## src/hw/rtl/clc_pkg.sv

```systemverilog
// shared types and constants for the card number luhn classifier
// no dependencies
package clc_pkg;

	localparam int BIN_W      = 63;
	localparam int NUM_DIGITS = 19;
	localparam int BCD_W      = 4 * NUM_DIGITS;
	localparam int CNT_W      = 6;
	localparam int LEN_W      = 5;

	localparam logic [CNT_W-1:0] CONV_LAST = CNT_W'(BIN_W - 1);
	localparam logic [CNT_W-1:0] SCAN_LAST = CNT_W'(NUM_DIGITS - 1);

	localparam logic [1:0] BRAND_INVALID = 2'd0;
	localparam logic [1:0] BRAND_AMEX    = 2'd1;
	localparam logic [1:0] BRAND_MASTER  = 2'd2;
	localparam logic [1:0] BRAND_VISA    = 2'd3;

	// commands from controller to datapath
	typedef struct packed {
		logic load;
		logic conv;
		logic scan;
		logic finish;
	} clc_cmd_t;

endpackage

```

## src/hw/rtl/card_number_luhn_classifier_core.sv

```systemverilog
// top level of the card number luhn classifier
// depends on clc_pkg, clc_ctrl and clc_dp

// One card number (63-bit unsigned binary) is taken when start is high and
// busy is low. The number is turned into 19 bcd digits by shift-add-3, one
// input bit per cycle, then the digits are scanned one per cycle from the
// right to form the luhn sum mod ten, the exact digit count and the two
// leading digits. A final cycle decodes the brand. From acceptance, busy
// stays high through conversion, scan and finish, and drops when the result
// appears; the next number can be taken in the cycle the result appears.
// The result (brand, luhn_ok, digit_count) is shown for exactly one
// cycle with done high and cannot be held off; the receiver must take
// it then. Brand is 0 invalid, 1 amex, 2 mastercard, 3 visa, and is
// invalid whenever the luhn check fails. Zero gives a digit count of 0,
// luhn_ok 1 and an invalid brand.
module card_number_luhn_classifier_core (
	input  logic                      clk,
	input  logic                      arst_n,
	input  logic                      start,
	output logic                      busy,
	input  logic [clc_pkg::BIN_W-1:0] acct_num,
	output logic                      done,
	output logic [1:0]                brand,
	output logic                      luhn_ok,
	output logic [clc_pkg::LEN_W-1:0] digit_count
);
	import clc_pkg::*;

	// command bundle from the sequencer into the datapath
	clc_cmd_t cmd;

	// sequencer: counts conversion and scan cycles, raises done
	clc_ctrl u_ctrl (
		.clk    (clk),
		.arst_n (arst_n),
		.start  (start),
		.busy   (busy),
		.done   (done),
		.cmd    (cmd)
	);

	// datapath: bcd conversion, luhn sum, length and prefix capture
	clc_dp u_dp (
		.clk         (clk),
		.cmd         (cmd),
		.acct_num    (acct_num),
		.brand       (brand),
		.luhn_ok     (luhn_ok),
		.digit_count (digit_count)
	);

endmodule

```

## src/hw/rtl/clc_ctrl.sv

```systemverilog
// controller state machine: load, binary to bcd, digit scan, finish
// depends on clc_pkg
module clc_ctrl (
	input  logic              clk,
	input  logic              arst_n,
	input  logic              start,
	output logic              busy,
	output logic              done,
	output clc_pkg::clc_cmd_t cmd
);
	import clc_pkg::*;

	localparam logic [1:0] ST_IDLE   = 2'd0;
	localparam logic [1:0] ST_CONV   = 2'd1;
	localparam logic [1:0] ST_SCAN   = 2'd2;
	localparam logic [1:0] ST_FINISH = 2'd3;

	logic [1:0]       state_q;
	logic [CNT_W-1:0] cnt_q;
	logic             done_q;

	assign busy = (state_q != ST_IDLE);
	assign done = done_q;

	always_comb begin
		cmd        = '0;
		cmd.load   = (state_q == ST_IDLE) && start;
		cmd.conv   = (state_q == ST_CONV);
		cmd.scan   = (state_q == ST_SCAN);
		cmd.finish = (state_q == ST_FINISH);
	end

	always_ff @(posedge clk or negedge arst_n) begin
		if (!arst_n) begin
			state_q <= ST_IDLE;
			cnt_q   <= '0;
			done_q  <= 1'b0;
		end else begin
			done_q <= 1'b0;
			unique case (state_q)
				ST_IDLE: begin
					cnt_q <= '0;
					if (start) state_q <= ST_CONV;
				end
				ST_CONV: begin
					if (cnt_q == CONV_LAST) begin
						cnt_q   <= '0;
						state_q <= ST_SCAN;
					end else begin
						cnt_q <= cnt_q + 1'b1;
					end
				end
				ST_SCAN: begin
					if (cnt_q == SCAN_LAST) begin
						cnt_q   <= '0;
						state_q <= ST_FINISH;
					end else begin
						cnt_q <= cnt_q + 1'b1;
					end
				end
				ST_FINISH: begin
					done_q  <= 1'b1;
					state_q <= ST_IDLE;
				end
				default: state_q <= ST_IDLE;
			endcase
		end
	end

	a_start_conv: assert property (@(posedge clk) disable iff (!arst_n)
		(start && !busy) |=> (state_q == ST_CONV && cnt_q == '0))
		else $error("accepted start did not begin conversion");

	a_conv_to_scan: assert property (@(posedge clk) disable iff (!arst_n)
		(state_q == ST_CONV && cnt_q == CONV_LAST) |=> (state_q == ST_SCAN))
		else $error("conversion did not hand over to digit scan");

	a_done_after_finish: assert property (@(posedge clk) disable iff (!arst_n)
		done |-> ($past(state_q) == ST_FINISH && !busy))
		else $error("result strobe without finish step");

	a_one_cmd: assert property (@(posedge clk) disable iff (!arst_n)
		$onehot0({cmd.load, cmd.conv, cmd.scan, cmd.finish}))
		else $error("more than one datapath command");

endmodule

```

## src/hw/rtl/clc_dp.sv

```systemverilog
// datapath: shift-add-3 conversion, luhn digit scan, brand decode
// depends on clc_pkg
module clc_dp (
	input  logic                    clk,
	input  clc_pkg::clc_cmd_t       cmd,
	input  logic [clc_pkg::BIN_W-1:0] acct_num,
	output logic [1:0]              brand,
	output logic                    luhn_ok,
	output logic [clc_pkg::LEN_W-1:0] digit_count
);
	import clc_pkg::*;

	logic [BIN_W-1:0] bin_q;
	logic [BCD_W-1:0] bcd_q;
	logic [BCD_W-1:0] adj;
	logic [LEN_W-1:0] idx_q;
	logic [LEN_W-1:0] len_q;
	logic [3:0]       sum_q;
	logic [3:0]       prev_q;
	logic [3:0]       hi_q;
	logic [3:0]       lo_q;
	logic [3:0]       dig;
	logic [4:0]       dbl;
	logic [3:0]       contrib;
	logic [4:0]       sum5;
	logic [3:0]       sum_next;
	logic [1:0]       brand_d;
	logic [1:0]       brand_q;
	logic             luhn_q;
	logic [LEN_W-1:0] count_q;

	// add 3 to every bcd digit of five or more before the shift
	always_comb begin
		adj = bcd_q;
		for (int i = 0; i < NUM_DIGITS; i++) begin
			if (bcd_q[4*i +: 4] >= 4'd5) adj[4*i +: 4] = bcd_q[4*i +: 4] + 4'd3;
		end
	end

	// luhn contribution of the lowest digit, sum kept mod ten
	always_comb begin
		dig      = bcd_q[3:0];
		dbl      = {dig, 1'b0};
		contrib  = dig;
		if (idx_q[0]) contrib = (dbl > 5'd9) ? 4'(dbl - 5'd9) : dbl[3:0];
		sum5     = {1'b0, sum_q} + {1'b0, contrib};
		sum_next = (sum5 >= 5'd10) ? 4'(sum5 - 5'd10) : sum5[3:0];
	end

	always_comb begin
		brand_d = BRAND_INVALID;
		if (len_q == LEN_W'(15) && hi_q == 4'd3 && (lo_q == 4'd4 || lo_q == 4'd7))
			brand_d = BRAND_AMEX;
		else if (len_q == LEN_W'(16) && hi_q == 4'd5 && lo_q >= 4'd1 && lo_q <= 4'd5)
			brand_d = BRAND_MASTER;
		else if ((len_q == LEN_W'(13) || len_q == LEN_W'(16)) && hi_q == 4'd4)
			brand_d = BRAND_VISA;
		if (sum_q != 4'd0) brand_d = BRAND_INVALID;
	end

	always_ff @(posedge clk) begin
		if (cmd.load) begin
			bin_q  <= acct_num;
			bcd_q  <= '0;
			idx_q  <= '0;
			len_q  <= '0;
			sum_q  <= '0;
			prev_q <= '0;
			hi_q   <= '0;
			lo_q   <= '0;
		end else if (cmd.conv) begin
			bcd_q <= {adj[BCD_W-2:0], bin_q[BIN_W-1]};
			bin_q <= {bin_q[BIN_W-2:0], 1'b0};
		end else if (cmd.scan) begin
			bcd_q  <= {4'd0, bcd_q[BCD_W-1:4]};
			idx_q  <= idx_q + 1'b1;
			sum_q  <= sum_next;
			prev_q <= dig;
			if (dig != 4'd0) begin
				len_q <= idx_q + 1'b1;
				hi_q  <= dig;
				lo_q  <= prev_q;
			end
		end
		if (cmd.finish) begin
			brand_q <= brand_d;
			luhn_q  <= (sum_q == 4'd0);
			count_q <= len_q;
		end
	end

	assign brand       = brand_q;
	assign luhn_ok     = luhn_q;
	assign digit_count = count_q;

endmodule
```

## config.mk

```make
export PLATFORM = sky130hd
export DESIGN_NAME = card_number_luhn_classifier_core
export DESIGN_NICKNAME = d
export VERILOG_FILES = /design/src/hw/rtl/clc_pkg.sv /design/src/hw/rtl/card_number_luhn_classifier_core.sv /design/src/hw/rtl/clc_ctrl.sv /design/src/hw/rtl/clc_dp.sv
export SDC_FILE = /design/constraint.sdc
export NUM_CORES = 1
export LEC_CHECK = 0
export BUFFER_PORTS_ARGS = -buffer_cell sky130_fd_sc_hd__buf_2
export CAP_MARGIN = 40
export CORE_AREA = 5 5 145 147
export DETAILED_ROUTE_END_ITERATION = 6
export DIE_AREA = 0 0 150 152
export GPL_TIMING_DRIVEN = 1
export PLACE_DENSITY = 0.68
export SETUP_SLACK_MARGIN = 0.3
export SYNTH_ARGS = -nofsm -noshare
export SYNTH_HDL_FRONTEND = slang
export SYNTH_HIERARCHICAL = 1
export SYNTH_SLANG_ARGS = --single-unit
```

## constraint.sdc

```tcl
create_clock -name clk -period 4.6 [get_ports clk]
set_input_delay 1.15 -clock clk [delete_from_list [all_inputs] [get_ports clk]]
set_output_delay 1.15 -clock clk [all_outputs]
set_load 0.02 [all_outputs]
```

==> flow_summary.json <==
{
  "status": "finished clean",
  "synthAdderAreaFrac": 0.0697,
  "critPathKind": "reg -> reg",
  "path_buf_inv": 3,
  "pwr-share-comb": 0.009,
  "port_buffers": 75,
  "syn_area_per_cell_um2": 9.91,
  "overflow": 0,
  "drive_gt1_frac": 0.180,
  "r2r_slack_ps": 1120,
  "cp_num_cells": 15,
  "clkPwrFrac": 0.458,
  "die_w_um": 150,
  "synth_xor_area_frac": 0.0291,
  "postCtsSetupBuffers": 0,
  "finalSetupViolCount": 0,
  "place.gp.congestion": 0.773,
  "syn-num-nets": 1090,
  "wl_um": 19000,
  "postRouteAntennaNets": 0,
  "dr.pass1.iters": 4,
  "pwr-share-seq": 0.533,
  "finalPower_mw": 3.12,
  "grt_max_degree": 166,
  "clkTransAtPathRegs_ps": 70,
  "grt_use_total": 0.171,
  "powerDensity_nw_per_um2": 289,
  "timing.final.crit_share": 0.757,
  "crit_path_cell_trace": "inv_1 > ha_1 > inv_1 > a21oi_1 > xnor2_1 > nand2_1 > o21a_1 > fa_1 > xnor2_1 > inv_1 > ha_1 > o31a_1 > nor3_1 > o21ai_0 > a311oi_1",
  "htree_levels": 4,
  "placed_area_um2": 10200,
  "muxShareOfSynthArea": 0.0772,
  "yosysWarnings": 6,
  "drcViolationCount": 0,
  "wl_per_cell_um": 14.6,
  "final_cell_mix": "a211oi_1 (113), dfxtp_1 (102), a21oi_1 (101)",
  "rsz0062_at_grt": "false",
  "dr_total_vias": 7146,
  "syn_inst": 971,
  "clkSinkCount": 182,
  "final_common_cell": "a211oi_1",
  "critPathCaptureType": "flop",
  "r2r_cells": 15,
  "p_leak_nw": 4.33,
  "grt_pass1_vias": 6926,
  "path_max_fanout": 8,
  "cp-start-kind": "flop",
  "grt_pass1_wl_um": 32600,
  "ios": 76,
  "antenna_found_initial": 0,
  "worstMarginPinSlew_ps": 840,
  "switching_power_uw": 711,
  "cap_violations": 0,
  "yosys_register_bits": 182,
  "postCtsHoldBufs": 0,
  "ys_async_sr_fraction": 0.0495,
  "synth_compound_gate_area_share": 0.196,
  "cts_resized": 0,
  "cts.path.max_buffers": 2,
  "cts_tree": "built",
  "fp-row-count": 52,
  "finalNetCount": 1133,
  "cp_top_family": "adder cells",
  "cp_slowest_cell": "fa_1",
  "internal_power_mw": 2.41,
  "worst_skew_pair.late_latency_ps": 430,
  "hp-class": "reg -> reg",
  "finalCriticalPeriod_ps": 3480,
  "synth_top_family_by_area": "compound AO/OA/AOI/OAI gates",
  "dieArea_um2": 22800,
  "fmaxAchievable_ghz": 0.287,
  "hold_violations": 0,
  "synth_cell_types": 52,
  "dp_hpwl_um": 12300,
  "start_util": 0.486,
  "synthesis.area_um2": 9620,
  "cpPeakStageDelay_ps": 440,
  "cts-root-buf": "clkbuf_16",
  "fp.dieH_um": 152,
  "cpMostUsedCell": "inv_1",
  "skew_ps": 9.85,
  "cts_buffers": 17,
  "slew_headroom": 0.440,
  "vdd_ir_drop_max_mv": 0.262,
  "tns_ps": 0,
  "core_um2": 19800,
  "synth-edff-count": 71,
  "antenna_cells": 0,
  "synth-seq-area-share": 0.457,
  "slew_viol_final": 0,
  "ys.flop_type": "dfxtp_1",
  "finish.instance_area_um2": 10800,
  "drt_iter0_drc": 343,
  "arrival_ps": 3820,
  "p_sw_frac": 0.228,
  "area_growth_pct": 12.0,
  "min_delay_path_depth": 2,
  "required_ps": 4940,
  "synth_simple_gate_area_share": 0.127,
  "vias_per_cell": 5.51
}
[synth_stat cells, drive strengths merged, types with 2 or more instances]
library cell  instances  area [um2]
a211oi              113         848
dfxtp               102        2040
a21oi               101         505
nor2                 80         300
edfxtp               71        2130
mux2                 63         713
ha                   52         651
inv                  50         188
o21ai                46         230
nand2                44         165
clkbuf               39         146
nor3b                39         293
xnor2                25         219
nand2b               22         138
nor2b                21         131
buf                  20        95.1
a32oi                18         158
dfrtp                 9         225
xor2                  7        61.3
nor3                  6        41.3
nand3                 4        20.0
or3                   4        25.0
and2                  3        18.8
mux2i                 3        30.0
nand4                 3        18.8
o211ai                3        22.5
a311oi                2        17.5
nand4b                2        17.5
[per-stage QoR]
step / instances / setup WS, ps / hold WS (ps) / util
2_1_floorplan: 971 / 1460 / 432 / -
3_3_place_gp: 1264 / 1310 / 444 / 0.515
3_5_place_dp: 1265 / 1180 / 446 / 0.515
4_1_cts: 1297 / 1160 / 457 / 0.545
5_1_grt: 1297 / 781 / 489 / 0.545
6_report: 1297 / 1120 / 455 / 0.545
[power groups by stage]
stage / Sequential (mW) / Clock (mW) / Combinational, mW
final: 1.66 / 1.43 / 0.0295
after global routing: 1.66 / 1.54 / 0.0332
after CTS: 1.66 / 1.46 / 0.0304
after detailed placement: 1.70 / 0 / 0.0303
after global placement: 1.70 / 0 / 0.0300
after floorplan: 1.70 / 0 / 0.000455
[final cells by class]
type	count	area, um2
sequential	182	4400
clock inverter	15	153
clock buffer	17	425
inverter	50	188
tap	270	338
multi-input combinational	680	4820
timing repair buffer	83	448
fill	1801	9000
[tightest hold or removal path, delay by kind of cell (launching register included)]
kind	cells	cell delay, ps
compound gates	1	50
flops	1	310
simple gates	1	50
[logic make-up (layout without fill, tap and decap cells)]
group / after synthesis / count (layout)
compound gates: 295 / 295
simple gates: 234 / 234
flops: 182 / 182
buf+inv: 109 / 165
mux: 66 / 66
fa+ha+maj: 53 / 53
xor+xnor: 32 / 32
[per-layer routing]
layer	vias up	wire, um	GRT usage	share of wire
li1	3637	-	-	-
met1	3381	8760	0.226	0.46
met2	107	9350	0.283	0.49
met3	21	605	0.0384	0.032
met4	0	266	0.0453	0.014
met5	-	0	0	0
[state kept, by name, summed over array words and instances (netlist names), 5 cells and up]
| name | cells |
|---|---|
| u_ctrl/cnt_q | 6 |
| u_dp/idx_q | 5 |
| u_dp/bin_q | 63 |
| u_dp/bcd_q | 76 |
| u_dp/len_q | 5 |
| u_dp/digit_count | 5 |
[final timing paths]
| kind | endpoint | startpoint |
|---|---|---|
| setup / recovery | u_dp/sum_q[1] | u_dp/bcd_q[0] |
| hold / removal | u_dp/lo_q[3] | u_dp/prev_q[3] |
| setup reg to reg | u_dp/sum_q[1] | u_dp/bcd_q[0] |
| hold reg to reg | u_dp/lo_q[3] | u_dp/prev_q[3] |
| max in group asynchronous | u_ctrl/cnt_q[2] | arst_n |
| min in group asynchronous | u_ctrl/state_q[1] | arst_n |
Note: power is estimated with default switching activity, not from simulation.
